<file path="config.mk">
export PLATFORM = sky130hd
export DESIGN_NAME = grid_neighbour_index_unit_flat
export DESIGN_NICKNAME = d
export VERILOG_FILES = /design/src/rtl/gni_pkg.sv /design/src/rtl/gni_cell_if.sv /design/src/rtl/gni_nbr_if.sv /design/src/rtl/grid_neighbour_index_unit.sv /design/src/rtl/gni_neigh.sv /design/src/rtl/gni_serial.sv /design/src/flat_wrapper.sv
export VERILOG_INCLUDE_DIRS = /design/src /design/src/rtl
export SDC_FILE = /design/constraint.sdc
export NUM_CORES = 2
export LEC_CHECK = 0
export ABC_AREA = 1
export CORE_AREA = 5 5 334 336
export CTS_BUF_LIST = sky130_fd_sc_hd__clkbuf_4 sky130_fd_sc_hd__clkbuf_8 sky130_fd_sc_hd__clkbuf_16
export DETAILED_ROUTE_END_ITERATION = 10
export DIE_AREA = 0 0 339 341
export DONT_BUFFER_PORTS = 1
export GPL_TIMING_DRIVEN = 0
export SLEW_MARGIN = 10
export SYNTH_ARGS = -nofsm -noshare
export SYNTH_HDL_FRONTEND = slang
export SYNTH_SLANG_ARGS = --single-unit
</file>
<file path="constraint.sdc">
create_clock -name clk -period 15.8 [get_ports clk]
set_input_delay 1.58 -clock clk [delete_from_list [all_inputs] [get_ports clk]]
set_output_delay 1.58 -clock clk [all_outputs]
set_load 0.005 [all_outputs]
</file>
<file path="src/rtl/assert_macros.svh">
// Assertion helpers for the RTL. Each check is sampled on the rising
// edge of clk. The first form is switched off while rst is high; the second
// form is checked in every cycle.
`ifndef ASSERT_MACROS_SVH
`define ASSERT_MACROS_SVH

`ifndef SYNTHESIS

`define GNI_ASSERT(label, prop, msg) \
  label: assert property (@(posedge clk) disable iff (rst) prop) else $error(msg);

`define GNI_ASSERT_ALWAYS(label, prop, msg) \
  label: assert property (@(posedge clk) prop) else $error(msg);

`else

`define GNI_ASSERT(label, prop, msg)

`define GNI_ASSERT_ALWAYS(label, prop, msg)

`endif

`endif

</file>
<file path="src/rtl/gni_pkg.sv">
// ----------------------------------------------------------------------------
// gni_pkg: grid neighbour index types and constants
// Widths, codes and types shared by the neighbour index pipeline.
// ----------------------------------------------------------------------------
package gni_pkg;

  localparam int MAX_SIDE = 256;
  localparam int COORD_W  = $clog2(MAX_SIDE);
  localparam int SIDE_W   = COORD_W + 1;
  localparam int INDEX_W  = 2 * COORD_W;
  localparam int MAG_W    = COORD_W + 1;
  localparam int SQ_W     = 2 * MAG_W;
  localparam int SUM_W    = SQ_W + 1;
  localparam int NUM_DIRS = 4;
  localparam int CFG_W    = SIDE_W;
  localparam int REG_IDX_W = 2;

  typedef logic [COORD_W-1:0] coord_t;
  typedef logic [SIDE_W-1:0]  side_t;
  typedef logic [INDEX_W-1:0] index_t;
  typedef logic [MAG_W-1:0]   mag_t;
  typedef logic [SQ_W-1:0]    sq_t;
  typedef logic [SUM_W-1:0]   sum_t;

  typedef enum logic [1:0] {
    DIR_NORTH = 2'd0,
    DIR_WEST  = 2'd1,
    DIR_SOUTH = 2'd2,
    DIR_EAST  = 2'd3
  } dir_t;

  typedef enum logic [1:0] {
    MODE_PERIODIC = 2'd0,
    MODE_DISSIPATE = 2'd1,
    MODE_WALL     = 2'd2,
    MODE_CIRCULAR = 2'd3
  } mode_t;

  localparam logic [REG_IDX_W-1:0] REG_GRID_WIDTH    = 2'd0;
  localparam logic [REG_IDX_W-1:0] REG_GRID_HEIGHT   = 2'd1;
  localparam logic [REG_IDX_W-1:0] REG_BOUNDARY_MODE = 2'd2;

  localparam int     RADIUS_RESET = (MAX_SIDE - 1) / 2;
  localparam index_t RSQ4_RESET   = INDEX_W'(4 * RADIUS_RESET * RADIUS_RESET);

  // Configuration as seen by the pipeline. rsq4 is 4*r*r of the circle test.
  typedef struct packed {
    side_t  width;
    side_t  height;
    mode_t  mode;
    index_t rsq4;
  } gni_cfg_t;

  // One neighbour result slot of a cell's burst.
  typedef struct packed {
    logic   valid;
    logic   res;
    dir_t   dir;
    index_t index;
  } gni_slot_t;

  typedef gni_slot_t [NUM_DIRS-1:0] gni_burst_t;

endpackage

</file>
<file path="src/rtl/gni_cell_if.sv">
// ----------------------------------------------------------------------------
// gni_cell_if: cell coordinate channel
// Valid/ready channel carrying one cell coordinate per request.
// ----------------------------------------------------------------------------
interface gni_cell_if import gni_pkg::*; ();

  logic   valid;
  logic   ready;
  coord_t col;
  coord_t row;

  modport source (output valid, output col, output row, input ready);
  modport sink   (input valid, input col, input row, output ready);

endinterface

</file>
<file path="src/rtl/gni_nbr_if.sv">
// ----------------------------------------------------------------------------
// gni_nbr_if: neighbour result channel
// Valid/ready channel carrying one neighbour result per request.
// ----------------------------------------------------------------------------
interface gni_nbr_if import gni_pkg::*; ();

  logic        valid;
  logic        ready;
  index_t      neighbour_index;
  logic        to_reservoir;
  logic [1:0]  direction;
  logic        last;

  modport source (output valid, output neighbour_index, output to_reservoir,
                  output direction, output last, input ready);
  modport sink   (input valid, input neighbour_index, input to_reservoir,
                  input direction, input last, output ready);

endinterface

</file>
<file path="src/rtl/grid_neighbour_index_unit.sv">
// ----------------------------------------------------------------------------
// grid_neighbour_index_unit: four-neighbour index generator
// Turns a cell coordinate into its neighbour indices under the boundary mode.
// ----------------------------------------------------------------------------
// Each request on cell_in carries a cell (col,row); the block answers with
// two to four requests on nbr_out, one per neighbour, the final one flagged by
// last. Periodic and circular modes give north, west, south, east; the
// dissipating modes give west, east, north, south, and wall dissipating drops
// the west and north results on the low edges. A reservoir neighbour carries
// index zero. Coordinates are accepted in consecutive cycles, while the
// pipeline has room, into a four-stage pipeline. The single result channel
// sets the sustained rate: each cell holds it for one request per result,
// so cells pass faster where wall dissipating drops a result. The user must
// write configuration registers only while no cell is in flight; the block
// itself does not enforce this.
`include "assert_macros.svh"

module grid_neighbour_index_unit import gni_pkg::*; (
  input  logic                 clk,
  input  logic                 rst,
  gni_cell_if.sink             cell_in,
  gni_nbr_if.source            nbr_out,
  input  logic                 cfg_write_en,
  input  logic [REG_IDX_W-1:0] cfg_index,
  input  logic [CFG_W-1:0]     cfg_data
);

  gni_cfg_t   cfg;
  side_t      side_clamped;
  coord_t     radius;
  index_t     radius_sq;
  logic       burst_valid;
  logic       burst_ready;
  gni_burst_t burst;

  // Side registers hold the clamped value: zero acts as one, too large as the
  // maximum side.
  always_comb begin
    if (cfg_data == '0) begin
      side_clamped = side_t'(1);
    end else if (cfg_data > side_t'(MAX_SIDE)) begin
      side_clamped = side_t'(MAX_SIDE);
    end else begin
      side_clamped = cfg_data;
    end
    radius    = COORD_W'((side_clamped - 1'b1) >> 1);
    radius_sq = index_t'(radius) * index_t'(radius);
  end

  always_ff @(posedge clk) begin
    if (rst) begin
      cfg.width  <= side_t'(MAX_SIDE);
      cfg.height <= side_t'(MAX_SIDE);
      cfg.mode   <= MODE_PERIODIC;
      cfg.rsq4   <= RSQ4_RESET;
    end else if (cfg_write_en) begin
      case (cfg_index)
        REG_GRID_WIDTH: begin
          cfg.width <= side_clamped;
          cfg.rsq4  <= radius_sq << 2;
        end
        REG_GRID_HEIGHT: begin
          cfg.height <= side_clamped;
        end
        REG_BOUNDARY_MODE: begin
          cfg.mode <= mode_t'(cfg_data[1:0]);
        end
        default: begin
        end
      endcase
    end
  end

  gni_neigh u_neigh (
    .clk       (clk),
    .rst       (rst),
    .cfg       (cfg),
    .in_valid  (cell_in.valid),
    .in_ready  (cell_in.ready),
    .col       (cell_in.col),
    .row       (cell_in.row),
    .out_valid (burst_valid),
    .out_ready (burst_ready),
    .out_burst (burst)
  );

  gni_serial u_serial (
    .clk      (clk),
    .rst      (rst),
    .in_valid (burst_valid),
    .in_ready (burst_ready),
    .in_burst (burst),
    .nbr_out  (nbr_out)
  );

  `GNI_ASSERT(a_res_index_zero, nbr_out.valid && nbr_out.to_reservoir |-> nbr_out.neighbour_index == '0, "reservoir result carries a non-zero index")
  `GNI_ASSERT(a_periodic_no_res, nbr_out.valid && cfg.mode == MODE_PERIODIC |-> !nbr_out.to_reservoir, "periodic mode produced a reservoir result")
  `GNI_ASSERT(a_burst_continues, nbr_out.valid && nbr_out.ready && !nbr_out.last |=> nbr_out.valid, "burst broke off before its final result")
  `GNI_ASSERT_ALWAYS(a_reset_idle, rst |=> !nbr_out.valid, "result offered straight after reset")

endmodule

</file>
<file path="src/rtl/gni_neigh.sv">
// ----------------------------------------------------------------------------
// gni_neigh: neighbour computation pipeline
// Four register stages: coordinate clamp, neighbour coordinates and circle
// offsets, multiplications, then index sums, circle compare and burst build.
// ----------------------------------------------------------------------------
module gni_neigh import gni_pkg::*; (
  input  logic       clk,
  input  logic       rst,
  input  gni_cfg_t   cfg,
  input  logic       in_valid,
  output logic       in_ready,
  input  coord_t     col,
  input  coord_t     row,
  output logic       out_valid,
  input  logic       out_ready,
  output gni_burst_t out_burst
);

  // |w-1-2n|, the doubled distance of a cell centre from the grid centre.
  function automatic mag_t centre_mag(side_t wm1, coord_t n);
    logic signed [SIDE_W+1:0] d;
    d = $signed({2'b00, wm1}) - $signed({2'b00, n, 1'b0});
    return d[SIDE_W+1] ? MAG_W'(-d) : MAG_W'(d);
  endfunction

  function automatic gni_slot_t make_slot(logic valid, logic res, dir_t dir,
                                          index_t idx);
    gni_slot_t s;
    s.valid = valid;
    s.res   = res;
    s.dir   = dir;
    s.index = res ? '0 : idx;
    return s;
  endfunction

  side_t wm1, hm1;
  assign wm1 = cfg.width - 1'b1;
  assign hm1 = cfg.height - 1'b1;

  logic adv1, adv2, adv3, adv4;
  logic s1_valid, s2_valid, s3_valid;

  assign adv4     = !out_valid || out_ready;
  assign adv3     = !s3_valid || adv4;
  assign adv2     = !s2_valid || adv3;
  assign adv1     = !s1_valid || adv2;
  assign in_ready = adv1;

  // Stage 1: clamp the coordinate into the grid.
  coord_t s1_x, s1_y;

  // Stage 2: neighbour coordinates, edge flags and circle offsets.
  coord_t s2_x, s2_xm, s2_xp, s2_y, s2_ym, s2_yp;
  logic [NUM_DIRS-1:0] s2_edge;
  mag_t s2_ax, s2_axm, s2_axp, s2_by, s2_bym, s2_byp;

  // Stage 3: row products and squared offsets.
  coord_t s3_x, s3_xm, s3_xp;
  index_t s3_prod_n, s3_prod_c, s3_prod_s;
  logic [NUM_DIRS-1:0] s3_edge;
  sq_t s3_ax, s3_axm, s3_axp, s3_by, s3_bym, s3_byp;

  coord_t x_next, y_next;
  coord_t xm_next, xp_next, ym_next, yp_next;
  logic [NUM_DIRS-1:0] edge_next;

  always_comb begin
    x_next = ({1'b0, col} >= cfg.width)  ? COORD_W'(wm1) : col;
    y_next = ({1'b0, row} >= cfg.height) ? COORD_W'(hm1) : row;
  end

  always_comb begin
    edge_next = '0;
    edge_next[DIR_WEST]  = (s1_x == '0);
    edge_next[DIR_EAST]  = ({1'b0, s1_x} == wm1);
    edge_next[DIR_NORTH] = (s1_y == '0);
    edge_next[DIR_SOUTH] = ({1'b0, s1_y} == hm1);
    // Wrapped coordinates; beyond an edge they only matter on the torus.
    xm_next = edge_next[DIR_WEST]  ? COORD_W'(wm1) : s1_x - 1'b1;
    xp_next = edge_next[DIR_EAST]  ? '0 : s1_x + 1'b1;
    ym_next = edge_next[DIR_NORTH] ? COORD_W'(hm1) : s1_y - 1'b1;
    yp_next = edge_next[DIR_SOUTH] ? '0 : s1_y + 1'b1;
  end

  index_t idx_n, idx_w, idx_s, idx_e;
  sum_t   sum_n, sum_w, sum_s, sum_e;
  logic [NUM_DIRS-1:0] outside;
  gni_burst_t burst_next;

  always_comb begin
    idx_n = s3_prod_n + index_t'(s3_x);
    idx_w = s3_prod_c + index_t'(s3_xm);
    idx_s = s3_prod_s + index_t'(s3_x);
    idx_e = s3_prod_c + index_t'(s3_xp);
    sum_n = sum_t'(s3_ax)  + sum_t'(s3_bym);
    sum_w = sum_t'(s3_axm) + sum_t'(s3_by);
    sum_s = sum_t'(s3_ax)  + sum_t'(s3_byp);
    sum_e = sum_t'(s3_axp) + sum_t'(s3_by);
    outside = '0;
    outside[DIR_NORTH] = sum_n > sum_t'(cfg.rsq4);
    outside[DIR_WEST]  = sum_w > sum_t'(cfg.rsq4);
    outside[DIR_SOUTH] = sum_s > sum_t'(cfg.rsq4);
    outside[DIR_EAST]  = sum_e > sum_t'(cfg.rsq4);

    case (cfg.mode)
      MODE_PERIODIC: begin
        burst_next[0] = make_slot(1'b1, 1'b0, DIR_NORTH, idx_n);
        burst_next[1] = make_slot(1'b1, 1'b0, DIR_WEST,  idx_w);
        burst_next[2] = make_slot(1'b1, 1'b0, DIR_SOUTH, idx_s);
        burst_next[3] = make_slot(1'b1, 1'b0, DIR_EAST,  idx_e);
      end
      MODE_DISSIPATE: begin
        burst_next[0] = make_slot(1'b1, s3_edge[DIR_WEST],  DIR_WEST,  idx_w);
        burst_next[1] = make_slot(1'b1, s3_edge[DIR_EAST],  DIR_EAST,  idx_e);
        burst_next[2] = make_slot(1'b1, s3_edge[DIR_NORTH], DIR_NORTH, idx_n);
        burst_next[3] = make_slot(1'b1, s3_edge[DIR_SOUTH], DIR_SOUTH, idx_s);
      end
      MODE_WALL: begin
        // The low edges drop their result instead of sending it to the sink.
        burst_next[0] = make_slot(!s3_edge[DIR_WEST], 1'b0, DIR_WEST, idx_w);
        burst_next[1] = make_slot(1'b1, s3_edge[DIR_EAST], DIR_EAST, idx_e);
        burst_next[2] = make_slot(!s3_edge[DIR_NORTH], 1'b0, DIR_NORTH, idx_n);
        burst_next[3] = make_slot(1'b1, s3_edge[DIR_SOUTH], DIR_SOUTH, idx_s);
      end
      default: begin
        burst_next[0] = make_slot(1'b1, s3_edge[DIR_NORTH] || outside[DIR_NORTH],
                                  DIR_NORTH, idx_n);
        burst_next[1] = make_slot(1'b1, s3_edge[DIR_WEST] || outside[DIR_WEST],
                                  DIR_WEST, idx_w);
        burst_next[2] = make_slot(1'b1, s3_edge[DIR_SOUTH] || outside[DIR_SOUTH],
                                  DIR_SOUTH, idx_s);
        burst_next[3] = make_slot(1'b1, s3_edge[DIR_EAST] || outside[DIR_EAST],
                                  DIR_EAST, idx_e);
      end
    endcase
  end

  always_ff @(posedge clk) begin
    if (rst) begin
      s1_valid  <= 1'b0;
      s2_valid  <= 1'b0;
      s3_valid  <= 1'b0;
      out_valid <= 1'b0;
    end else begin
      if (adv1) s1_valid  <= in_valid;
      if (adv2) s2_valid  <= s1_valid;
      if (adv3) s3_valid  <= s2_valid;
      if (adv4) out_valid <= s3_valid;
    end
  end

  always_ff @(posedge clk) begin
    if (adv1) begin
      s1_x <= x_next;
      s1_y <= y_next;
    end
    if (adv2) begin
      s2_x    <= s1_x;
      s2_y    <= s1_y;
      s2_xm   <= xm_next;
      s2_xp   <= xp_next;
      s2_ym   <= ym_next;
      s2_yp   <= yp_next;
      s2_edge <= edge_next;
      s2_ax   <= centre_mag(wm1, s1_x);
      s2_axm  <= centre_mag(wm1, xm_next);
      s2_axp  <= centre_mag(wm1, xp_next);
      s2_by   <= centre_mag(wm1, s1_y);
      s2_bym  <= centre_mag(wm1, ym_next);
      s2_byp  <= centre_mag(wm1, yp_next);
    end
    if (adv3) begin
      s3_x      <= s2_x;
      s3_xm     <= s2_xm;
      s3_xp     <= s2_xp;
      s3_edge   <= s2_edge;
      s3_prod_n <= index_t'(s2_ym) * index_t'(cfg.width);
      s3_prod_c <= index_t'(s2_y)  * index_t'(cfg.width);
      s3_prod_s <= index_t'(s2_yp) * index_t'(cfg.width);
      s3_ax     <= sq_t'(s2_ax)  * sq_t'(s2_ax);
      s3_axm    <= sq_t'(s2_axm) * sq_t'(s2_axm);
      s3_axp    <= sq_t'(s2_axp) * sq_t'(s2_axp);
      s3_by     <= sq_t'(s2_by)  * sq_t'(s2_by);
      s3_bym    <= sq_t'(s2_bym) * sq_t'(s2_bym);
      s3_byp    <= sq_t'(s2_byp) * sq_t'(s2_byp);
    end
    if (adv4) begin
      out_burst <= burst_next;
    end
  end

endmodule

</file>
<file path="src/rtl/gni_serial.sv">
// ----------------------------------------------------------------------------
// gni_serial: burst serialiser
// Holds one cell's result slots and sends the valid ones in slot order,
// one request per cycle while nbr_out.ready is high, marking the final one.
// ----------------------------------------------------------------------------
module gni_serial import gni_pkg::*; (
  input  logic       clk,
  input  logic       rst,
  input  logic       in_valid,
  output logic       in_ready,
  input  gni_burst_t in_burst,
  gni_nbr_if.source  nbr_out
);

  gni_burst_t          slots;
  logic [NUM_DIRS-1:0] pending;
  logic [NUM_DIRS-1:0] pending_next;
  logic [NUM_DIRS-1:0] rest;
  logic [NUM_DIRS-1:0] load_mask;
  logic [1:0]          sel;
  logic                take;
  logic                is_last;

  always_comb begin
    sel = '0;
    for (int i = NUM_DIRS - 1; i >= 0; i--) begin
      if (pending[i]) sel = 2'(i);
    end
    rest = pending;
    rest[sel] = 1'b0;
    is_last = (rest == '0);
    for (int i = 0; i < NUM_DIRS; i++) begin
      load_mask[i] = in_burst[i].valid;
    end
  end

  assign take     = nbr_out.valid && nbr_out.ready;
  // A new burst is taken once the current one has gone or is going now.
  assign in_ready = (pending == '0) || (take && is_last);

  always_comb begin
    pending_next = pending;
    if (in_ready) begin
      pending_next = in_valid ? load_mask : '0;
    end else if (take) begin
      pending_next = rest;
    end
  end

  always_ff @(posedge clk) begin
    if (rst) begin
      pending <= '0;
    end else begin
      pending <= pending_next;
    end
  end

  always_ff @(posedge clk) begin
    if (in_ready && in_valid) begin
      slots <= in_burst;
    end
  end

  assign nbr_out.valid           = (pending != '0);
  assign nbr_out.neighbour_index = slots[sel].index;
  assign nbr_out.to_reservoir    = slots[sel].res;
  assign nbr_out.direction       = slots[sel].dir;
  assign nbr_out.last            = is_last;

endmodule

</file>
<file path="src/flat_wrapper.sv">
// flat-port wrapper written by rule: the top's interface ports become plain ports
module grid_neighbour_index_unit_flat import gni_pkg::*;
  (clk, rst, cfg_write_en, cfg_index, cfg_data, cell_in_valid, cell_in_col, cell_in_row, cell_in_ready, nbr_out_valid, nbr_out_neighbour_index, nbr_out_to_reservoir, nbr_out_direction, nbr_out_last, nbr_out_ready);
  gni_cell_if cell_in_i ();
  gni_nbr_if nbr_out_i ();
  input  logic clk;
  input  logic rst;
  input  logic cfg_write_en;
  input  logic [REG_IDX_W-1:0] cfg_index;
  input  logic [CFG_W-1:0] cfg_data;
  input wire logic [$bits(cell_in_i.valid)-1:0] cell_in_valid;
  input wire logic [$bits(cell_in_i.col)-1:0] cell_in_col;
  input wire logic [$bits(cell_in_i.row)-1:0] cell_in_row;
  output wire logic [$bits(cell_in_i.ready)-1:0] cell_in_ready;
  output wire logic [$bits(nbr_out_i.valid)-1:0] nbr_out_valid;
  output wire logic [$bits(nbr_out_i.neighbour_index)-1:0] nbr_out_neighbour_index;
  output wire logic [$bits(nbr_out_i.to_reservoir)-1:0] nbr_out_to_reservoir;
  output wire logic [$bits(nbr_out_i.direction)-1:0] nbr_out_direction;
  output wire logic [$bits(nbr_out_i.last)-1:0] nbr_out_last;
  input wire logic [$bits(nbr_out_i.ready)-1:0] nbr_out_ready;
  assign cell_in_i.valid = cell_in_valid;
  assign cell_in_i.col = cell_in_col;
  assign cell_in_i.row = cell_in_row;
  assign cell_in_ready = cell_in_i.ready;
  assign nbr_out_valid = nbr_out_i.valid;
  assign nbr_out_neighbour_index = nbr_out_i.neighbour_index;
  assign nbr_out_to_reservoir = nbr_out_i.to_reservoir;
  assign nbr_out_direction = nbr_out_i.direction;
  assign nbr_out_last = nbr_out_i.last;
  assign nbr_out_i.ready = nbr_out_ready;
  grid_neighbour_index_unit u_core (.clk(clk), .rst(rst), .cell_in(cell_in_i), .nbr_out(nbr_out_i), .cfg_write_en(cfg_write_en), .cfg_index(cfg_index), .cfg_data(cfg_data));
endmodule
</file>
Word-level counts from Yosys, hierarchy flattened
Cells that the tools add are included.
{ "classes": {"order_cmp": 9, "n_eq_ne": 6, "n_reduce_logical": 31, "mul": 10, "bitwise_logic": 2, "mux": 34, "add_sub_neg": 27} }
{ "ops": {"columns": ["cell", "n"], "rows": [
  ["79-bit one-hot mux with 3 select lines", 1],
  ["16-bit two-way mux", 8],
  ["9-bit by 9-bit multiplier with 18-bit output", 6],
  ["18-bit by 18-bit adder with 19-bit output", 4],
  ["19-bit by 16-bit greater-than comparator with 1-bit output", 4],
  ["9-bit two-way mux", 8],
  ["16-bit by 8-bit adder with 16-bit output", 4],
  ["9-bit by 9-bit subtractor with 10-bit output", 6],
  ["9-bit negation", 6],
  ["8-bit by 9-bit multiplier with 16-bit output", 3],
  ["8-bit two-way mux", 6],
  ["20-bit binary-select mux with 2-bit select", 1],
  ["9-bit by 1-bit subtractor with 9-bit output (second input constant)", 3],
  ["19-bit two-way mux", 1],
  ["8-bit by 9-bit equality test with 1-bit output", 2],
  ["8-bit by 9-bit greater-or-equal comparator with 1-bit output", 2],
  ["8-bit by 1-bit adder with 8-bit output (second input constant)", 2],
  ["8-bit zero test", 2],
  ["8-bit by 1-bit subtractor with 8-bit output (second input constant)", 2],
  ["8-bit by 8-bit multiplier with 14-bit output", 1],
  ["4-bit two-way mux", 3],
  ["9-bit greater-than comparator (second input constant)", 1],
  ["9-bit zero test", 1],
  ["1-bit logical OR", 9],
  ["16 further kinds", 33]
]} }
{ "totals": {"ff_bits": 508, "in_bits": 32, "elab_cells": 188, "out_inout_bits": 22} }

Logic depth before layout (Yosys ltp)
{ "logic_depth": {"depth_word": 17, "depth_mapped": 33, "mapped_depth_nobuf": 33} }

By module
From an unflattened synthesis, not the netlist that was laid out.
{ "hier_totals": {"cells_unflattened": 5925, "hier_area_um2": 50096.8} }
{ "by_module_without_submodules": {"columns": ["module", "cells_per_inst", "n_inst", "area_per_inst_um2", "seq_area_each_um2"], "rows": [
  ["gni_neigh", 5263, 1, 43790.7, 11250.8],
  ["gni_serial", 251, 1, 3213.1, 2362.3],
  ["grid_neighbour_index_unit", 411, 1, 3093.0, 660.6]
]} }

Least setup slack after synthesis
Ideal clock, no wire load.
{ "synth_timing": {"path_type": "input-to-reg", "startpoint": "input nbr_out_ready", "endpoint": "register u_core.u_neigh.s2_ax[0] (enable)", "path_buffers": 0, "path_stages": 8, "arrival_ps": 13098, "path_slack_ps": 2243, "setup_ps": 459, "t_required_ps": 15341, "cell_sequence": "inv_1 nand2_1 inv_1 o21ai_0 nor2_1 inv_1 nor2_1 inv_1"} }
{ "synth_via": {"elab_chain_cells": 6} }
{ "synth_rtl": {"columns": ["item", "line", "rtl"], "rows": [
  ["start, declared", "flat_wrapper.sv:20", "input wire logic [$bits(nbr_out_i.ready)-1:0] nbr_out_ready;"],
  ["1-bit logical AND", "gni_serial.sv:37", "assign take = nbr_out.valid && nbr_out.ready;"],
  ["1-bit logical AND", "gni_serial.sv:39", "assign in_ready = (pending == '0) || (take && is_last);"],
  ["1-bit logical OR", "gni_serial.sv:39", null],
  ["1-bit logical OR", "gni_neigh.sv:43", "assign adv4 = !out_valid || out_ready;"],
  ["named net u_core.u_neigh.adv4", "gni_neigh.sv:40", "logic adv1, adv2, adv3, adv4;"],
  ["1-bit logical OR", "gni_neigh.sv:44", "assign adv3 = !s3_valid || adv4;"],
  ["named net u_core.u_neigh.adv3", "gni_neigh.sv:40", null],
  ["1-bit logical OR", "gni_neigh.sv:45", "assign adv2 = !s2_valid || adv3;"],
  ["named net u_core.u_neigh.adv2", "gni_neigh.sv:40", null],
  ["end signal, assigned", "gni_neigh.sv:165", "s2_ax <= centre_mag(wm1, s1_x);"],
  ["end, declared", "gni_neigh.sv:55", "mag_t s2_ax, s2_axm, s2_axp, s2_by, s2_bym, s2_byp;"]
]} }
The timed path passes the listed nets, and every way through them passes these cells.
A chain may end at the register's enable or synchronous reset.

Worst setup path in the final report
{ "layout_timing": {"startpoint": "register u_core.cfg[27] (netlist name)", "endpoint": "register u_core.u_neigh.s3_prod_s[15], data pin"} }
{ "layout_via": {"elab_chain_cells": 1} }
{ "layout_rtl": {"columns": ["item", "line", "rtl"], "rows": [
  ["8-bit by 9-bit multiplier with 16-bit output", "gni_neigh.sv:179", "s3_prod_s <= index_t'(s2_yp) * index_t'(cfg.width);"],
  ["end signal, assigned", "gni_neigh.sv:179", null],
  ["end, declared", "gni_neigh.sv:59", "index_t s3_prod_n, s3_prod_c, s3_prod_s;"]
]} }
Every way passes these cells.

==> results.json <==
{
  "clock-root-buffer": "clkbuf_16",
  "drt_wl_total_um": 122000,
  "period_share": 0.415,
  "startpoint_type": "register",
  "cp_slowest_cell": "dfxtp_1",
  "synth_top_flop_cell": "edfxtp_1",
  "synth-seq-cells": 483,
  "stdcell_area_sq_mm": 0.0521,
  "hold_viol_final": 0,
  "avgSynthCellArea_sq_um": 8.52,
  "grt_pass1_vias": 36200,
  "cts_setup_buffers": 0,
  "layout-drive-gt1-share": 0.0384,
  "postCtsResizedCells": 0,
  "yosys.area.top_type": "edfxtp_1",
  "hold_path_class": "reg2reg",
  "final_nets": 6683,
  "skew_ps": 74.8,
  "mostFrequentLayoutCells": "inv_1 (1233), nand2_1 (1158), ha_1 (551)",
  "dp_hpwl_um": 99800,
  "area_delta_synth_final_pct": 7.91,
  "synth_cells": 5668,
  "worstPathRequired_ps": 16190,
  "maxSlewHeadroom": 0.233,
  "wire_per_inst_um": 16.9,
  "ant_nets": 0,
  "first_iter_violations": 2309,
  "ys_top_cells_by_area": "edfxtp_1 (27%), fa_1 (15%), ha_1 (14%), inv_1 (9.6%), nand2_1 (9.0%)",
  "max_freq_mhz": 153,
  "yosysSeqAreaShare": 0.292,
  "io_pins": 54,
  "grt_max_degree": 116,
  "cap_violations": 0,
  "synthArstFlopShare": 0,
  "drc_errors": 0,
  "dr.pass1.iters": 6,
  "die-area_sq_mm": 0.116,
  "rsz0062_at_grt": "no",
  "final_common_cell": "inv_1",
  "clkTransAtPathRegs_ps": 70,
  "vias": 36200,
  "place_congestion": 0.954,
  "die_height_um": 341,
  "clock_path_buffers": 3,
  "critPathMaxStageDelay_ps": 760,
  "rows": 121,
  "grt_overflow": 0,
  "post_synth_instance_area_sq_mm": 0.0483,
  "fin_tns_setup_ps": 0,
  "crit_family": "adder cells",
  "io_buffers": 0,
  "end_kind": "register",
  "grt_pass1_wl_um": 195000,
  "placed_cell_area_sq_mm": 0.0502,
  "instances_no_fill": 7195,
  "crit_type": "reg2reg",
  "track_usage": 0.211,
  "synth_top_area_share": 0.275,
  "status": "finished, final reports clean",
  "path_max_fanout": 10,
  "setup-violations-final": 0,
  "die_w_um": 339,
  "dp.cells": 7094,
  "crit_top_cell": "fa_1",
  "clkSinkCount": 483,
  "h-tree-depth": 2,
  "path_cells": "clkbuf_1 > buf_2 > nand2_1 > fa_1 > fa_1 > inv_1 > fa_1 > fa_1 > ha_1 > nand2_1 > o21ai_0 > nor2_1 > o21ai_0 > nand3_1 > nand2_1 > a21oi_1 > nor2_1 > nor2_1 > xor2_1",
  "fin_crit_ps": 6550,
  "critical_path_arrival_ps": 6940,
  "cts_tree": "built",
  "synth_edf_count": 442,
  "yosysWarnings": 0,
  "ctsHoldBuffers": 0,
  "synth.distinct_cells": 71,
  "path_buf_inv": 3,
  "num-fill-cells": 10400,
  "numCtsBuffers": 54,
  "clk_latency_ps": 670,
  "initial_core_util": 0.446,
  "drv_slew": 0,
  "core_sq_mm": 0.108,
  "drt-vias-per-instance": 5.03,
  "grt_antenna_before_repair": 3,
  "worst_pin_slew_ps": 1140
}
-- synthesized netlist by cell type (all sizes together), types with 12 or more instances --
cell,instances
inv,1251
nand2,1170
ha,551
edfxtp,442
fa,364
a21oi,307
nor2,284
xor2,251
o21ai,242
nand3,194
clkbuf,132
xnor2,95
nor3,50
dfxtp,41
nand4,36
o21bai,32
or2,32
o22ai,30
buf,26
a31oi,17
o32ai,17
a21o,15
o211ai,14
nand3b,12
-- cell families (layout without fill, tap and decap cells) --
logic type | after synthesis | count (layout) | share of synthesized area
AOI/OAI and AO/OA | 722 | 722 | 0.0860
adders and majority gates | 915 | 915 | 0.294
buffers and inverters | 1412 | 1517 | 0.111
DFF | 483 | 483 | 0.292
and+or+nand+nor | 1786 | 1786 | 0.154
other | 2 | 10 | 0.000156
xor gates and xnor gates | 346 | 346 | 0.0631
muxes | 2 | 2 | 0.000467
-- per-stage QoR --
| step | setup WS, ps | hold WS (ps) | utilization |
|---|---|---|---|
| after global placement | -2760 | 401 | 0.462 |
| after floorplan | 2240 | 400 | - |
| after global routing | 8890 | 421 | 0.481 |
| after CTS | 9240 | 413 | 0.481 |
| final | 9250 | 399 | 0.481 |
| after detailed placement | 8910 | 405 | 0.464 |
-- cell type report --
type                    instances  area (sq um)  share of cell area
multi-input cells            3780         28900               0.554
plain buffers                 158           642              0.0123
diodes                          1          2.50           0.0000480
flip-flops and latches        483         14100               0.271
clock buffers                  62          1420              0.0272
clock inverters                38           439             0.00843
inverters                    1254          4730              0.0908
repair buffers                  5           130             0.00250
well taps                    1414          1770              0.0340
-- worst paths after layout --
kind,start,to,slack [ps],depth (start not counted)
worst max-delay path,u_core.cfg[27]$_SDFFE_PP0P_,u_core.u_neigh.s3_prod_s[15]$_DFFE_PP_,9250,19
worst min-delay path,u_core.u_neigh.s2_x[4]$_DFFE_PP_,u_core.u_neigh.s3_x[4]$_DFFE_PP_,400,0
worst max register to register,u_core.cfg[27]$_SDFFE_PP0P_,u_core.u_neigh.s3_prod_s[15]$_DFFE_PP_,9250,19
worst min register to register,u_core.u_neigh.s2_x[4]$_DFFE_PP_,u_core.u_neigh.s3_x[4]$_DFFE_PP_,400,0
-- sequential cells by signal (all words and copies together) (netlist names), 16 cells and up --
name,count
u_core.u_neigh.s3_by,17
u_core.u_serial.slots,70
u_core.u_neigh.s3_bym,17
u_core.u_neigh.s3_prod_s,16
u_core.u_neigh.out_burst,72
u_core.u_neigh.s3_prod_c,16
u_core.u_neigh.s3_prod_n,16
u_core.u_neigh.s3_ax,17
u_core.u_neigh.s3_byp,17
u_core.u_neigh.s3_axm,17
u_core.u_neigh.s3_axp,17
u_core.cfg,33
-- worst register-to-register path, stage by stage, from the launching register on --
cell and delay (ps):
dfxtp_1 760, clkbuf_1 770, buf_2 670, nand2_1 170
fa_1 540, fa_1 550, inv_1 50, fa_1 500
fa_1 490, ha_1 390, nand2_1 90, o21ai_0 170
nor2_1 80, o21ai_0 260, nand3_1 120, nand2_1 110
a21oi_1 70, nor2_1 90, nor2_1 50, xor2_1 360
-- layer usage --
| layer | routed length, um | GRT usage | up-vias |
|---|---|---|---|
| met1 | 54600 | 0.280 | 17200 |
| li1 | - | - | 18100 |
| met4 | 3140 | 0.0538 | 0 |
| met5 | 0 | 0 | - |
| met2 | 57800 | 0.365 | 762 |
| met3 | 6450 | 0.0274 | 160 |
Power is left out: the tool's default activity adds up to more than one toggle a clock period on the data nets, which glitch-free logic cannot reach.
